==> src/rtl/ial_pkg.sv <==
// Shared types and codes for the identifier allowlist table.
// No dependencies; used by ial_ctrl, ial_dp and id_allowlist_table.
`default_nettype none

package ial_pkg;

    // Operation codes carried in request.func
    localparam logic [2:0] OP_ADD   = 3'd0;
    localparam logic [2:0] OP_DEL   = 3'd1;
    localparam logic [2:0] OP_CHECK = 3'd2;
    localparam logic [2:0] OP_CLEAR = 3'd3;
    localparam logic [2:0] OP_QUERY = 3'd4;

    // Status codes of a result
    localparam logic ST_OK      = 1'b0;
    localparam logic ST_REFUSED = 1'b1;

    // One request
    typedef struct packed {
        logic [2:0]  func;
        logic [31:0] uid;
    } req_t;

    // One result
    typedef struct packed {
        logic        status;
        logic        entry_valid;
        logic [5:0]  entry_index;
        logic [31:0] entry_value;
        logic [6:0]  count;
        logic        last;
    } rsp_t;

    // Commands from the controller to the datapath
    typedef struct packed {
        logic load;        // capture the request
        logic idx_clr;     // scan pointer to zero
        logic idx_inc;     // advance scan pointer
        logic rd_idx;      // read store at pointer
        logic rd_nxt;      // read store at pointer + 1
        logic wr_uid;      // append request uid at the tail
        logic wr_shift;    // write last read word at pointer
        logic cnt_inc;
        logic cnt_dec;
        logic cnt_clr;
        logic emit;        // present a result next cycle
        logic emit_status;
        logic emit_entry;  // result carries the entry at the pointer
    } ctl_cmd_t;

    // Status from the datapath to the controller
    typedef struct packed {
        logic [2:0] func;
        logic       uid_zero;
        logic       cnt_zero;
        logic       full;
        logic       match;     // last read word equals request uid
        logic       idx_last;  // pointer is at the final entry
        logic       idx_penult; // pointer is one before the final entry
    } dp_stat_t;

endpackage

`default_nettype wire

==> src/rtl/ial_dp.sv <==
// Datapath of the allowlist table: entry store, count, scan pointer, result register.
// Depends on ial_pkg for request, result, command and status types.
`default_nettype none

module ial_dp #(
    parameter int ENTRIES = 5
) (
    input  wire logic              clk,
    input  wire logic              rst_n,
    input  wire ial_pkg::req_t     request,
    input  wire ial_pkg::ctl_cmd_t cmd,
    output ial_pkg::dp_stat_t      stat,
    output ial_pkg::rsp_t          result,
    output logic                   strobe
);

    localparam int IW = (ENTRIES > 1) ? $clog2(ENTRIES) : 1;
    localparam int CW = $clog2(ENTRIES + 1);

    logic [31:0]    mem [ENTRIES];
    ial_pkg::req_t  req_reg;
    logic [IW-1:0]  idx_reg, idx_next;
    logic [CW-1:0]  cnt_reg, cnt_next;
    logic [31:0]    rd_data_reg;
    ial_pkg::rsp_t  result_reg, result_next;
    logic           strobe_reg;

    logic [IW-1:0]  rd_addr;
    logic [IW-1:0]  wr_addr;
    logic [31:0]    wr_data;
    logic [CW:0]    idx_w;
    logic           idx_last;

    // Pointer and count arithmetic
    assign idx_w    = (CW + 1)'(idx_reg);
    assign idx_last = (idx_w + (CW + 1)'(1)) == (CW + 1)'(cnt_reg);

    always_comb
    begin
        idx_next = idx_reg;
        if (cmd.idx_clr)
            idx_next = '0;
        else if (cmd.idx_inc)
            idx_next = idx_reg + IW'(1);
    end

    always_comb
    begin
        cnt_next = cnt_reg;
        if (cmd.cnt_clr)
            cnt_next = '0;
        else if (cmd.cnt_inc)
            cnt_next = cnt_reg + CW'(1);
        else if (cmd.cnt_dec)
            cnt_next = cnt_reg - CW'(1);
    end

    // Store addressing
    assign rd_addr = cmd.rd_nxt ? (idx_reg + IW'(1)) : idx_reg;
    assign wr_addr = cmd.wr_uid ? IW'(cnt_reg) : idx_reg;
    assign wr_data = cmd.wr_uid ? req_reg.uid : rd_data_reg;

    // Entry store, one write and one registered read per cycle
    always_ff @(posedge clk)
    begin
        if (cmd.wr_uid || cmd.wr_shift)
            mem[wr_addr] <= wr_data;
        if (cmd.rd_idx || cmd.rd_nxt)
            rd_data_reg <= mem[rd_addr];
        if (cmd.load)
            req_reg <= request;
    end

    // Result formatting
    always_comb
    begin
        result_next             = result_reg;
        if (cmd.emit)
        begin
            result_next.status      = cmd.emit_status;
            result_next.entry_valid = cmd.emit_entry;
            result_next.entry_index = cmd.emit_entry ? 6'(idx_reg) : 6'd0;
            result_next.entry_value = cmd.emit_entry ? rd_data_reg : 32'd0;
            result_next.count       = 7'(cnt_next);
            result_next.last        = cmd.emit_entry ? idx_last : 1'b1;
        end
    end

    always_ff @(posedge clk)
    begin
        result_reg <= result_next;
    end

    // Control registers
    always_ff @(posedge clk or negedge rst_n)
    begin
        if (!rst_n)
        begin
            idx_reg    <= '0;
            cnt_reg    <= '0;
            strobe_reg <= 1'b0;
        end
        else
        begin
            idx_reg    <= idx_next;
            cnt_reg    <= cnt_next;
            strobe_reg <= cmd.emit;
        end
    end

    // Status to the controller
    assign stat.func       = req_reg.func;
    assign stat.uid_zero   = (req_reg.uid == 32'd0);
    assign stat.cnt_zero   = (cnt_reg == '0);
    assign stat.full       = (cnt_reg == CW'(ENTRIES));
    assign stat.match      = (rd_data_reg == req_reg.uid);
    assign stat.idx_last   = idx_last;
    assign stat.idx_penult = (idx_w + (CW + 1)'(2)) == (CW + 1)'(cnt_reg);

    assign result = result_reg;
    assign strobe = strobe_reg;

    // Checks
    a_cnt_range: assert property (@(posedge clk) disable iff (!rst_n)
        cnt_reg <= CW'(ENTRIES))
        else $error("entry count above capacity");

    a_entry_ok: assert property (@(posedge clk) disable iff (!rst_n)
        strobe_reg && result_reg.entry_valid |->
            result_reg.status == ial_pkg::ST_OK
            && (7'(result_reg.entry_index) < result_reg.count))
        else $error("reported entry outside the list");

    a_emit_entry: assert property (@(posedge clk) disable iff (!rst_n)
        cmd.emit && cmd.emit_entry |-> !stat.cnt_zero)
        else $error("entry reported from an empty list");

    a_one_update: assert property (@(posedge clk) disable iff (!rst_n)
        $countones({cmd.cnt_inc, cmd.cnt_dec, cmd.cnt_clr}) <= 1
        && !(cmd.wr_uid && cmd.wr_shift))
        else $error("conflicting store updates");

endmodule

`default_nettype wire

==> src/rtl/ial_ctrl.sv <==
// Controller of the allowlist table: sequences scan, shift and query steps.
// Depends on ial_pkg for command, status and operation codes.
`default_nettype none

module ial_ctrl (
    input  wire logic              clk,
    input  wire logic              rst_n,
    input  wire logic              start,
    input  wire ial_pkg::dp_stat_t stat,
    output ial_pkg::ctl_cmd_t      cmd,
    output logic                   busy
);

    typedef enum logic [2:0] {
        S_IDLE,
        S_DISPATCH,
        S_SCAN_RD,
        S_SCAN_CMP,
        S_SHIFT_RD,
        S_SHIFT_WR,
        S_QRY_RD,
        S_QRY_OUT
    } state_t;

    state_t state_reg, state_next;
    logic   busy_reg, busy_next;

    // Next state and commands
    always_comb
    begin
        state_next = state_reg;
        cmd        = '0;
        case (state_reg)
            S_IDLE:
            begin
                if (start && !busy_reg)
                begin
                    cmd.load   = 1'b1;
                    state_next = S_DISPATCH;
                end
            end
            S_DISPATCH:
            begin
                state_next = S_IDLE;
                case (stat.func)
                    ial_pkg::OP_ADD:
                    begin
                        if (stat.full || stat.uid_zero)
                        begin
                            cmd.emit        = 1'b1;
                            cmd.emit_status = ial_pkg::ST_REFUSED;
                        end
                        else if (stat.cnt_zero)
                        begin
                            cmd.wr_uid      = 1'b1;
                            cmd.cnt_inc     = 1'b1;
                            cmd.emit        = 1'b1;
                            cmd.emit_status = ial_pkg::ST_OK;
                        end
                        else
                        begin
                            cmd.idx_clr = 1'b1;
                            state_next  = S_SCAN_RD;
                        end
                    end
                    ial_pkg::OP_DEL,
                    ial_pkg::OP_CHECK:
                    begin
                        if (stat.cnt_zero || stat.uid_zero)
                        begin
                            cmd.emit        = 1'b1;
                            cmd.emit_status = ial_pkg::ST_REFUSED;
                        end
                        else
                        begin
                            cmd.idx_clr = 1'b1;
                            state_next  = S_SCAN_RD;
                        end
                    end
                    ial_pkg::OP_CLEAR:
                    begin
                        cmd.emit = 1'b1;
                        if (stat.cnt_zero)
                            cmd.emit_status = ial_pkg::ST_REFUSED;
                        else
                        begin
                            cmd.cnt_clr     = 1'b1;
                            cmd.emit_status = ial_pkg::ST_OK;
                        end
                    end
                    ial_pkg::OP_QUERY:
                    begin
                        if (stat.cnt_zero)
                        begin
                            cmd.emit        = 1'b1;
                            cmd.emit_status = ial_pkg::ST_OK;
                        end
                        else
                        begin
                            cmd.idx_clr = 1'b1;
                            state_next  = S_QRY_RD;
                        end
                    end
                    default:
                    begin
                        cmd.emit        = 1'b1;
                        cmd.emit_status = ial_pkg::ST_REFUSED;
                    end
                endcase
            end
            S_SCAN_RD:
            begin
                cmd.rd_idx = 1'b1;
                state_next = S_SCAN_CMP;
            end
            S_SCAN_CMP:
            begin
                state_next = S_IDLE;
                if (stat.match)
                begin
                    case (stat.func)
                        ial_pkg::OP_DEL:
                        begin
                            if (stat.idx_last)
                            begin
                                cmd.cnt_dec     = 1'b1;
                                cmd.emit        = 1'b1;
                                cmd.emit_status = ial_pkg::ST_OK;
                            end
                            else
                                state_next = S_SHIFT_RD;
                        end
                        ial_pkg::OP_CHECK:
                        begin
                            cmd.emit        = 1'b1;
                            cmd.emit_status = ial_pkg::ST_OK;
                        end
                        default:
                        begin
                            // duplicate add
                            cmd.emit        = 1'b1;
                            cmd.emit_status = ial_pkg::ST_REFUSED;
                        end
                    endcase
                end
                else if (stat.idx_last)
                begin
                    cmd.emit = 1'b1;
                    if (stat.func == ial_pkg::OP_ADD)
                    begin
                        cmd.wr_uid      = 1'b1;
                        cmd.cnt_inc     = 1'b1;
                        cmd.emit_status = ial_pkg::ST_OK;
                    end
                    else
                        cmd.emit_status = ial_pkg::ST_REFUSED;
                end
                else
                begin
                    cmd.idx_inc = 1'b1;
                    state_next  = S_SCAN_RD;
                end
            end
            S_SHIFT_RD:
            begin
                cmd.rd_nxt = 1'b1;
                state_next = S_SHIFT_WR;
            end
            S_SHIFT_WR:
            begin
                // move the next entry down one place
                cmd.wr_shift = 1'b1;
                cmd.idx_inc  = 1'b1;
                if (stat.idx_penult)
                begin
                    cmd.cnt_dec     = 1'b1;
                    cmd.emit        = 1'b1;
                    cmd.emit_status = ial_pkg::ST_OK;
                    state_next      = S_IDLE;
                end
                else
                    state_next = S_SHIFT_RD;
            end
            S_QRY_RD:
            begin
                cmd.rd_idx = 1'b1;
                state_next = S_QRY_OUT;
            end
            S_QRY_OUT:
            begin
                cmd.emit        = 1'b1;
                cmd.emit_entry  = 1'b1;
                cmd.emit_status = ial_pkg::ST_OK;
                if (stat.idx_last)
                    state_next = S_IDLE;
                else
                begin
                    cmd.idx_inc = 1'b1;
                    state_next  = S_QRY_RD;
                end
            end
            default:
            begin
                state_next = S_IDLE;
            end
        endcase
    end

    assign busy_next = (state_next != S_IDLE);

    // State and registered busy
    always_ff @(posedge clk or negedge rst_n)
    begin
        if (!rst_n)
        begin
            state_reg <= S_IDLE;
            busy_reg  <= 1'b0;
        end
        else
        begin
            state_reg <= state_next;
            busy_reg  <= busy_next;
        end
    end

    assign busy = busy_reg;

endmodule

`default_nettype wire

==> src/rtl/id_allowlist_table.sv <==
// Top level of the identifier allowlist table.
// Depends on ial_pkg, ial_ctrl and ial_dp.
//
// Usage:
//   A request (func, uid) is taken on a rising edge with start high and busy
//   low. busy then stays high until the last result of that request is
//   presented. Each result is on the result port for one cycle with strobe
//   high; the receiver cannot stall, so it must take every strobed result.
//   Operations: add, delete, check, clear, query (one result per entry or one
//   if empty; last marks the final one). Unknown codes return a single refusal.
//
// Sequence (N = entries stored, p = matching position):
//   clear, query of an empty list, refusals decided up front: the request is
//   captured, decided in the dispatch state and the result registered; busy is
//   already low while the result is presented, so the next request can be
//   taken at the same edge as the result. add / check / delete search: one store
//   read plus one compare per entry visited; a delete then moves each of the
//   N-1-p entries behind the match down one place with a read and a write
//   step. Query: each entry is read and then presented, in order.
// Reset: asynchronous, active low; empties the list and clears strobe.
// Store contents are not cleared and are only read below the count.
`default_nettype none

module id_allowlist_table #(
    parameter int ENTRIES = 5
) (
    input  wire logic          clk,
    input  wire logic          rst_n,
    input  wire logic          start,
    output logic               busy,
    input  wire ial_pkg::req_t request,
    output ial_pkg::rsp_t      result,
    output logic               strobe
);

    ial_pkg::ctl_cmd_t cmd;
    ial_pkg::dp_stat_t stat;

    // Sequencer
    ial_ctrl u_ctrl (
        .clk   (clk),
        .rst_n (rst_n),
        .start (start),
        .stat  (stat),
        .cmd   (cmd),
        .busy  (busy)
    );

    // Store and result path
    ial_dp #(
        .ENTRIES (ENTRIES)
    ) u_dp (
        .clk     (clk),
        .rst_n   (rst_n),
        .request (request),
        .cmd     (cmd),
        .stat    (stat),
        .result  (result),
        .strobe  (strobe)
    );

endmodule

`default_nettype wire

==> config.mk <==
export PLATFORM = sky130hd
export DESIGN_NAME = id_allowlist_table
export DESIGN_NICKNAME = d
export VERILOG_FILES = /design/src/rtl/ial_pkg.sv /design/src/rtl/ial_dp.sv /design/src/rtl/ial_ctrl.sv /design/src/rtl/id_allowlist_table.sv
export SDC_FILE = /design/constraint.sdc
export NUM_CORES = 1
export LEC_CHECK = 0
export BUFFER_PORTS_ARGS = -buffer_cell sky130_fd_sc_hd__buf_4
export CAP_MARGIN = 20
export CORE_AREA = 2 2 209 191
export CTS_BUF_LIST = sky130_fd_sc_hd__clkbuf_8
export DETAILED_ROUTE_END_ITERATION = 10
export DIE_AREA = 0 0 211 193
export GPL_ROUTABILITY_DRIVEN = 0
export GPL_TIMING_DRIVEN = 0
export PLACE_DENSITY = 0.47
export SLEW_MARGIN = 0
export SYNTH_ARGS = -nofsm -noshare
export SYNTH_HDL_FRONTEND = slang
export SYNTH_SLANG_ARGS = --single-unit
==> constraint.sdc <==
create_clock -name clk -period 5.8 [get_ports clk]
set_clock_uncertainty 0.1 [all_clocks]
set_input_delay 1.16 -clock clk [delete_from_list [all_inputs] [get_ports clk]]
set_output_delay 1.16 -clock clk [all_outputs]
set_load 0.1 [all_outputs]
==> impl_metrics.yaml, run 1 <==
outcome:
  outcome: "completed"
cells_and_area:
  largest_register_ffs: 160
  finalNonFillerCells: 1306
  drive_gt1_share_pct: 34.5
  num-fill-cells: 3640
  n_antenna_cell: 0
  layout.nets: 813
  areaGrowthSynthToFinish_pct: 20.9
grt:
  first_global_vias: 6222
  grt_max_degree: 25
  overflow: 0
  grtUsageTotal_pct: 13.6
  antenna_found_initial: 0
  grt_pass1_wl_mm: 40.4
synthesis:
  synth_largest_area_cell: "edfxtp_1"
  ys_types: 57
  async_flop_share_pct: 3.94
  synth_compound_area_share_pct: 2.42
  syn_inst: 615
  netlist_top_cells_area: "edfxtp_1, mux2_2, mux4_2"
  syn_avg_cell_area_um2: 18.6
  synth-adder-area-share_pct: 0.656
  synth_flop_cell: "edfxtp_1"
  synth_mux_area_share_pct: 13.2
  synth_commonest_cells: "edfxtp_1, mux2_2, and2_1, xor2_1, mux4_2"
  synth.most_common_cell: "edfxtp_1"
  synth_top_family_by_area: "multiplexers"
  synth_area_um2: 11400
  synth_xor_area_share_pct: 3.27
  yosysWarnings: 0
  yosysTopAreaCellShare_pct: 70.3
  synth_seq_cells: 279
  yosys.area_share.simple_pct: 5.72
  synth_edf_count: 268
  seq_area_frac_synth_pct: 72.7
clock_tree:
  cts-htree-levels: 2
  clkLatencyLatePin_ps: 580
  cts_tree: "done"
  cts-root-buf: "clkbuf_8"
  clockBufferDepth: 3
  cts.reportedPaths.clkPinSlew_ps: 70
  cts.sinks: 279
  hold_buffers: 0
  post_cts_buffers: 0
  post_cts_resize_count: 0
  numCtsBuffers: 49
floorplan:
  fp-row-count: 69
  pin_count: 88
  initial_core_util_pct: 29.5
  coreArea_um2: 38800
  die_area_um2: 40700
  fp.dieW_um: 211
  die_h_um: 193
setup_path:
  cp_max_fo: 20
  r2r_end: "u_dp.mem[0][26]$_DFFE_PP_"
  endpoint_kind: "flip-flop"
  startpoint: "u_dp.rd_data_reg[29]$_DFFE_PP_"
  rrSetupSlack_ps: 1870
  startpoint_type: "flip-flop"
  critPathKind: "flip-flop to flip-flop"
  crit_arrival_ps: 4160
  r2r_cells: 9
  timing.rr.start: "u_dp.rd_data_reg[29]$_DFFE_PP_"
  worstPathRequired_ps: 6030
sta:
  hold_ws_ps: 306
  final_max_slew_viol_count: 0
  fmax_mhz: 254
  rsz0062_at_grt: "false"
  tightest_slew_ps: 850
  setup_violations: 0
  finalCritPeriodShare_pct: 67.8
  hold_violations: 0
  slew_headroom_pct: 43.2
  period_needed_ps: 3930
power_and_ir_drop:
  ir_drop_mv: 0.292
  power.density_nw_per_um2: 567
  static-leakage-power_nw: 4.82
  power_frac_comb_pct: 39.3
  p_seq_share_pct: 39.9
  p_sw_mw: 3.06
  swShare_pct: 39.0
  p_clk_share_pct: 20.7
  p_int_mw: 4.79
  power.total_mw: 7.84
flow_run:
  maxCapViolations: 0
drt:
  wirelength_mm: 27.2
  vias: 5977
  ant_nets: 0
  drt_iter0_drc: 299
  vias_per_cell: 4.58
  drc_errors: 0
  post_drt_wl_per_cell_um: 20.8
  first_pass_iters: 4
place:
  dp.cells: 1215
  port_buffers: 80
  hpwl_mm: 18.5
min_path:
  hp-class: "primary input to asynchronous set/reset pin"
worst max-delay path by stage:
stage	endpoint	slack, ps	cells after the start
after floorplan	u_dp.mem[1][0]$_DFFE_PP_	20	7
after global placement	u_dp.mem[1][6]$_DFFE_PP_	-4020	7
after detailed placement	u_dp.mem[0][9]$_DFFE_PP_	1920	8
after CTS	u_dp.mem[0][29]$_DFFE_PP_	1910	8
after global routing	u_dp.mem[0][1]$_DFFE_PP_	1810	9
final	u_dp.mem[0][26]$_DFFE_PP_	1870	9
placed cells by master (no fill, tap or decap), drive strengths merged, types with 2 or more instances in the layout:
cell type and count:
clkinv 21, xnor2 4, nor3 4, ha 6, nand2b 3, o22ai 3
or3 2, a21oi 6, mux4 32, nor2 12, buf 113, a211oi 3
edfxtp 268, inv 25, mux2 65, nand2 16, nor2b 2, conb 7
o31ai 2, and3 5, mux2i 3, o211ai 3, clkbuf 68, nor4 19
o21ai 7, and2 36, a31o 2, nand4 4, nand3 3, dfrtp 11
xor2 36
stage by stage:
step / worst slack, ps / setup TNS, ps / instance area (um2) / util [%]
final: 1870 / 0 / 13800 / 35.7
after floorplan: 20.6 / 0 / 11500 / -
after CTS: 1910 / 0 / 13800 / 35.7
after detailed placement: 1920 / 0 / 13000 / 33.4
after global routing: 1810 / 0 / 13800 / 35.7
after global placement: -4020 / -239510 / 12700 / 32.7
power by group through the flow:
| stage | registers (mW) | clock network [mW] | logic (mW) |
|---|---|---|---|
| 2_1_floorplan | 3.92 | 0 | 1.47 |
| 6_report | 3.13 | 1.63 | 3.08 |
| 5_1_grt | 3.18 | 1.77 | 3.30 |
| 3_3_place_gp | 3.21 | 0 | 3.03 |
| 3_5_place_dp | 3.17 | 0 | 3.13 |
| 4_1_cts | 3.14 | 1.69 | 3.14 |
kinds of logic after synthesis:
family | count (synthesis)
buffers and inverters | 39
xor gates and xnor gates | 41
DFF | 279
muxes | 100
AOI/OAI and AO/OA | 37
other | 1
adders and majority gates | 6
and+or+nand+nor | 112
layout make-up:
cell class                      count  area (um2)  share of cell area (%)
Clock buffer                       51         702                    5.07
Timing Repair Buffer               97         822                    5.94
Buffer                             33         199                    1.44
Multi-Input combinational cell    303        2970                    21.5
Tap cell                          497         622                    4.50
Inverter                            6        22.5                   0.163
Sequential cell                   279        8320                    60.2
Clock inverter                     40         174                    1.26
metal layers:
metal | global-route usage (%) | vias to the layer above | wire length, um | share of wire (%)
met5 | 0 | - | 0 | 0
met4 | 4.17 | 0 | 573 | 2.1
met3 | 2.77 | 49 | 1280 | 4.7
met2 | 21.8 | 142 | 12900 | 47
met1 | 18.9 | 3041 | 12500 | 46
li1 | - | 2745 | - | -
worst max-delay path, stage by stage, from the launching register on:
cell      delay (ps)
edfxtp_1         450
xor2_1           270
nor4_1           550
nand4_1          450
nor2_2           470
o22a_1           300
buf_2            320
nor2_1            80
a22o_2           430
buf_12           250
Power figures use the tool's default switching activity.
==> run 2: changes to the inputs <==
--- a/config.mk
+++ b/config.mk
@@ -5,12 +5,13 @@
 export SDC_FILE = /design/constraint.sdc
 export NUM_CORES = 1
 export LEC_CHECK = 0
+export ABC_AREA = 1
 export BUFFER_PORTS_ARGS = -buffer_cell sky130_fd_sc_hd__buf_4
 export CAP_MARGIN = 20
-export CORE_AREA = 2 2 209 191
+export CORE_AREA = 2 2 213 194
 export CTS_BUF_LIST = sky130_fd_sc_hd__clkbuf_8
 export DETAILED_ROUTE_END_ITERATION = 10
-export DIE_AREA = 0 0 211 193
+export DIE_AREA = 0 0 215 196
 export GPL_ROUTABILITY_DRIVEN = 0
 export GPL_TIMING_DRIVEN = 0
 export PLACE_DENSITY = 0.47
==> constraint.sdc (replaced) <==
create_clock -name clk -period 3.2 [get_ports clk]
set_clock_uncertainty 0.1 [all_clocks]
set_input_delay 0.64 -clock clk [delete_from_list [all_inputs] [get_ports clk]]
set_output_delay 0.64 -clock clk [all_outputs]
set_load 0.1 [all_outputs]
==> run 2 against run 1 <==
Worst hold slack worse by 190 ps. Power up 95%. Sequential share of layout area down 2.8 points. Die area up 3.5%. Highest routed layer unchanged. First-iteration DRC count up 100%. Via count up 33%. Flip-flop and latch count unchanged. Sequential power up 82%. Largest cell class unchanged. Combinational power up 120%.
==> impl_metrics.yaml, run 2 <==
outcome:
  outcome: "completed"
cells_and_area:
  final_cell_mix: "edfxtp_1, nand2_1, nor2_1, o21ai_0, buf_4"
  areaGrowthSynthToFinish_pct: 22.3
  layout.nets: 1195
  final_common_cell: "edfxtp_1"
  n_antenna_cell: 0
  largest_register_ffs: 160
  final_util_pct: 36.2
  drive_gt1_share_pct: 19.5
  num-fill-cells: 4032
power_and_ir_drop:
  p_sw_mw: 6.74
  power_frac_comb_pct: 43.8
  p_seq_share_pct: 37.4
  power.density_nw_per_um2: 1050
  p_clk_share_pct: 18.8
  p_int_mw: 8.54
  ir_drop_mv: 0.404
  static-leakage-power_nw: 5.38
  swShare_pct: 44.1
sta:
  hold_violations: 0
  final_max_slew_viol_count: 0
  rsz0062_at_grt: "false"
  period_needed_ps: 2990
  finalCritPeriodShare_pct: 93.5
  fmax_mhz: 334
  hold_ws_ps: 119
  tightest_slew_ps: 824
  setup_violations: 0
  slew_headroom_pct: 44.9
grt:
  grtUsageTotal_pct: 15.6
  first_global_vias: 7944
  grt_pass1_wl_mm: 49.0
  antenna_found_initial: 0
  grt_max_degree: 26
  overflow: 0
floorplan:
  coreArea_um2: 40100
  fp.dieW_um: 215
  pin_count: 88
  die_area_um2: 42100
  fp-row-count: 70
  initial_core_util_pct: 29.6
  die_h_um: 196
synthesis:
  synth.most_common_cell: "edfxtp_1"
  synth_commonest_cells: "edfxtp_1, nand2_1, nor2_1"
  yosysWarnings: 0
  syn_inst: 992
  seq_area_frac_synth_pct: 70.2
  ys_types: 34
  synth_edf_count: 268
  syn_avg_cell_area_um2: 12.0
  async_flop_share_pct: 3.94
  synth_largest_area_cell: "edfxtp_1"
  synth_area_um2: 11900
  synth_flop_cell: "edfxtp_1"
  yosysTopAreaCellShare_pct: 67.9
  synth_seq_cells: 279
  netlist_top_cells_area: "edfxtp_1, nand2_1, o21ai_0"
clock_tree:
  cts-htree-levels: 2
  numCtsBuffers: 48
  cts.sinks: 279
  cts-root-buf: "clkbuf_8"
  clkLatencyLatePin_ps: 600
  cts_tree: "done"
  clockBufferDepth: 3
  cts.reportedPaths.clkPinSlew_ps: 60
drt:
  vias: 7953
  first_pass_iters: 5
  post_drt_wl_per_cell_um: 19.1
  ant_nets: 0
  vias_per_cell: 4.60
  drc_errors: 0
  wirelength_mm: 33.0
  drt_iter0_drc: 606
setup_path:
  critPathKind: "flip-flop to flip-flop"
  cp_slowest_cell: "dfrtp_1"
  startpoint: "u_dp.idx_reg[1]$_DFFE_PN0P_"
  r2r_end: "u_dp.mem[2][8]$_DFFE_PP_"
  rrSetupSlack_ps: 210
  endpoint_kind: "flip-flop"
  worstPathRequired_ps: 3390
  crit_arrival_ps: 3180
  cpMostUsedCell: "nand2_1"
  crit_chain: "ha_4 -> inv_2 -> nand2_1 -> nand3_2 -> nor2_4 -> nand2_4 -> nor2_4 -> nand3_4 -> nand2_4 -> buf_8 -> nand2_1 -> nand2_1 -> nand2_1 -> nor2_4 -> buf_12"
  r2r_cells: 15
  cpPeakStageDelay_ps: 500
  timing.rr.start: "u_dp.idx_reg[1]$_DFFE_PN0P_"
  cp_max_fo: 16
  startpoint_type: "flip-flop"
place:
  hpwl_mm: 22.1
  port_buffers: 80
min_path:
  worstHoldStart: "request[19]"
  worstHoldPathCells: 1
  holdPathEnd: "u_dp.req_reg[19]$_DFFE_PP_"
  hp-class: "primary input to flip-flop"
flow_run:
  maxCapViolations: 0
-- run 2: changes by cell type after synthesis, moves of 18 or more --
cell	previous run	this run
o21ai_0	6	101
buf_2	3	22
nor2_1	11	130
and2_1	36	0
nand2_1	16	169
mux4_2	24	0
nor4_1	19	1
o21bai_1	0	64
xor2_1	36	1
xnor2_1	4	22
mux2_2	65	0
inv_1	6	69
a31oi_1	0	33
nand3_1	2	31
-- run 2: worst max path at each step --
stage,to,slack (ps),cells after the start
finish,u_dp.mem[2][8]$_DFFE_PP_,210,15
global route,u_dp.mem[3][1]$_DFFE_PP_,40,15
detailed placement,u_dp.mem[4][9]$_DFFE_PP_,-460,13
global placement,u_dp.mem[4][11]$_DFFE_PP_,-2360,12
floorplan,u_dp.mem[2][0]$_DFFE_PP_,-400,14
CTS,u_dp.mem[4][17]$_DFFE_PP_,70,14
-- run 2: logic make-up (layout without fill, tap and decap cells) --
kind of cell | count (synthesis) | after routing | share of synthesized area [%]
compound gates | 212 | 212 | 10.7
flops | 279 | 279 | 70.2
fa+ha+maj | 6 | 6 | 0.633
simple gates | 351 | 351 | 12.4
xor+xnor | 23 | 23 | 1.70
buf+inv | 120 | 312 | 4.38
other cells | 1 | 7 | 0.0316
-- run 2: final cells by class --
cell class	count	area, um2	share of cell area, %
clock buffer	49	674	4.65
clock inverter	40	165	1.14
timing repair buffer	103	990	6.82
inverter	77	289	1.99
multi-input combinational	599	3160	21.8
tap	540	676	4.66
sequential	279	8330	57.4
buffer	43	230	1.59
-- run 2: timing repair --
item | in CTS | in global routing
endpoints found under the hold margin | 11 | 0
pin swaps | 5 | 1
endpoints found under the setup margin | 153 | 95
hold buffers | 1 | 0
resized for setup | 0 | 6
buffers inserted | 9 | 0
-- run 2: per-stage QoR --
stage / TNS [ps] / instances / setup WS (ps) / instance area [um2] / total power [mW]
after floorplan: -47760 / 998 / -397 / 11900 / 10.2
after global placement: -437070 / 1618 / -2360 / 13200 / 12.2
after detailed placement: -31280 / 1631 / -456 / 13500 / 12.5
after CTS: 0 / 1730 / 65.4 / 14500 / 15.4
after global routing: 0 / 1730 / 40.1 / 14500 / 16.2
final: 0 / 1730 / 207 / 14500 / 15.3
-- run 2: worst max-delay path: cells and delay by family (launching register included) --
kind | cells | cell delay, ps
and+or+nand+nor | 11 | 1300
buffers and inverters | 3 | 420
adders and majority gates | 1 | 330
DFF | 1 | 500
-- run 2: per-layer routing --
| layer | global-route usage, % | routed length, um |
|---|---|---|
| met1 | 21.3 | 15100 |
| met2 | 24.8 | 15200 |
| met3 | 2.90 | 1830 |
| met4 | 5.57 | 791 |
| met5 | 0 | 0 |
-- run 2: power by group through the flow --
stage	Combinational (mW)	Sequential, mW	Clock (mW)
6_report	6.69	5.71	2.88
5_1_grt	7.28	5.78	3.12
4_1_cts	6.73	5.70	2.97
3_5_place_dp	6.69	5.76	0
3_3_place_gp	6.38	5.81	0
2_1_floorplan	3.18	7.00	0
==> run 3: changes to the inputs <==
--- a/config.mk
+++ b/config.mk
@@ -14,7 +14,7 @@
 export DIE_AREA = 0 0 215 196
 export GPL_ROUTABILITY_DRIVEN = 0
 export GPL_TIMING_DRIVEN = 0
-export PLACE_DENSITY = 0.47
+export PLACE_DENSITY = 0.45
 export SLEW_MARGIN = 0
 export SYNTH_ARGS = -nofsm -noshare
 export SYNTH_HDL_FRONTEND = slang
==> constraint.sdc (replaced) <==
create_clock -name clk -period 3.4 [get_ports clk]
set_clock_uncertainty 0.1 [all_clocks]
set_input_delay 0.68 -clock clk [delete_from_list [all_inputs] [get_ports clk]]
set_output_delay 0.68 -clock clk [all_outputs]
set_load 0.1 [all_outputs]
==> run 3 against run 2 <==
Maximum frequency fell by 5.1%. First-iteration DRC count rose by 7.4%. Setup slack improved by 38 ps. Global-route usage rose by 0.43 points. Clock power fell by 1%. Routed wire length rose by 1.8%. Die area did not move. Clock-buffer cell count rose by 1. Power fell by 5.4%. Utilization barely moved. Critical path type unchanged. Largest cell class unchanged.
==> impl_metrics.yaml, run 3 (synthesis gave the netlist of run 2 again) <==
outcome:
  outcome: "completed"
cells_and_area:
  areaGrowthSynthToFinish_pct: 22.3
  num-fill-cells: 4068
  drive_gt1_share_pct: 19.0
  final_common_cell: "edfxtp_1"
  regArea_um2: 8320
  final_util_pct: 36.2
  multiInputGateArea_um2: 3120
  final_cell_mix: "edfxtp_1, nand2_1, nor2_1, o21ai_0, buf_4"
  largest_register_ffs: 160
  layout.nets: 1199
  n_antenna_cell: 0
  stdcell_area_um2: 14500
drt:
  ant_nets: 0
  drc_errors: 0
  first_pass_iters: 4
  met3_length_mm: 1.78
  vias_per_cell: 4.65
  drt_iter0_drc: 651
  vias: 8046
  wirelength_mm: 33.6
  post_drt_wl_per_cell_um: 19.4
  route.top_layer_used: "met4"
  wl_met2_mm: 15.5
  met1Wirelength_mm: 15.6
sta:
  hold_violations: 0
  rsz0062_at_grt: "false"
  finalCritPeriodShare_pct: 92.8
  fmax_mhz: 317
  hold_ws_ps: 149
  setup_violations: 0
  tightest_slew_ps: 908
  final_max_slew_viol_count: 0
  period_needed_ps: 3160
  slew_headroom_pct: 39.3
setup_path:
  worstPathRequired_ps: 3590
  startpoint_type: "flip-flop"
  critPathKind: "flip-flop to flip-flop"
  crit_arrival_ps: 3350
  startpoint: "u_dp.idx_reg[0]$_DFFE_PN0P_"
  cp_max_fo: 24
  timing.rr.start: "u_dp.idx_reg[0]$_DFFE_PN0P_"
  r2r_end: "u_dp.mem[3][1]$_DFFE_PP_"
  endpoint_kind: "flip-flop"
  r2r_cells: 14
  rrSetupSlack_ps: 240
clock_tree:
  cts.reportedPaths.clkPinSlew_ps: 60
  cts-htree-levels: 2
  cts_tree: "done"
  cts-root-buf: "clkbuf_8"
  clkLatencyLatePin_ps: 610
  cts.sinks: 279
  clockBufferDepth: 3
  numCtsBuffers: 49
power_and_ir_drop:
  p_seq_share_pct: 36.9
  p_int_mw: 8.10
  power_frac_comb_pct: 43.5
  power.density_nw_per_um2: 997
  static-leakage-power_nw: 5.39
  swShare_pct: 44.0
  ir_drop_mv: 0.373
  p_sw_mw: 6.36
  p_clk_share_pct: 19.6
floorplan:
  pin_count: 88
  fp-row-count: 70
  coreArea_um2: 40100
  initial_core_util_pct: 29.6
  die_h_um: 196
  die_area_um2: 42100
  fp.dieW_um: 215
place:
  port_buffers: 80
  hpwl_mm: 22.1
  dpl_cell_area_um2: 13500
grt:
  antenna_found_initial: 0
  grt_pass1_wl_mm: 50.0
  first_global_vias: 7936
  overflow: 0
  grtUsageTotal_pct: 16.0
  grt_max_degree: 25
min_path:
  worstHoldPathCells: 1
  holdPathEnd: "u_dp.req_reg[31]$_DFFE_PP_"
  hp-class: "primary input to flip-flop"
  worstHoldStart: "request[31]"
flow_run:
  maxCapViolations: 0
-- run 3: layout make-up --
| cell class | count | share of cell area [%] |
|---|---|---|
| sequential | 279 | 57.4 |
| multi-input combinational | 600 | 21.5 |
| timing repair buffer | 105 | 6.90 |
| clock buffer | 50 | 4.74 |
| tap | 540 | 4.66 |
| inverter | 77 | 1.99 |
| buffer | 43 | 1.59 |
| clock inverter | 36 | 1.25 |
-- run 3: worst max path at each step --
| stage | endpoint | slack, ps |
|---|---|---|
| floorplan | u_dp.mem[2][0]$_DFFE_PP_ | -270 |
| global placement | u_dp.mem[0][9]$_DFFE_PP_ | -2250 |
| detailed placement | u_dp.mem[2][7]$_DFFE_PP_ | -300 |
| CTS | u_dp.mem[1][1]$_DFFE_PP_ | 40 |
| global route | u_dp.mem[2][30]$_DFFE_PP_ | 40 |
| finish | u_dp.mem[3][1]$_DFFE_PP_ | 240 |
-- run 3: through the flow --
step	power (mW)	setup TNS [ps]	setup slack, ps	cells
final	14.5	0	245	1730
after global routing	15.3	0	42.0	1730
after CTS	14.6	0	39.1	1725
after detailed placement	11.7	-14910	-303	1631
after global placement	11.5	-416620	-2250	1618
after floorplan	9.55	-33970	-272	998
-- run 3: timing repair --
| item | in CTS | in global routing |
|---|---|---|
| hold buffers | 1 | 0 |
| cloned | 1 | 0 |
| hold endpoints to repair | 11 | 0 |
| buffers inserted | 6 | 5 |
| gates resized for setup | 3 | 0 |
| pin swaps | 3 | 2 |
| setup endpoints to repair | 86 | 48 |
-- run 3: layer usage --
layer / GRT usage [%] / up-vias
met5: 0 / -
met4: 5.29 / 0
met3: 2.53 / 62
met2: 25.6 / 230
met1: 22.3 / 3969
li1: - / 3785
-- run 3: power by group through the flow --
stage | clock [mW] | combinational (mW) | sequential [mW]
after floorplan | 0 | 2.97 | 6.58
after global placement | 0 | 6.02 | 5.46
after detailed placement | 0 | 6.30 | 5.40
after CTS | 2.93 | 6.35 | 5.34
after global routing | 3.06 | 6.81 | 5.41
final | 2.84 | 6.29 | 5.34
-- run 3: critical path, cell delays in order (launching register included) --
cell and delay (ps):
dfrtp_1 480, ha_1 370, inv_1 100, o21ai_0 140, nor2_4 170, nand2_4 100, nor2_4 110, nand3_4 140
nand2_4 210, buf_8 170, nand2_1 60, nand2_1 70, nand2_2 150, nor2_4 230, buf_12 240
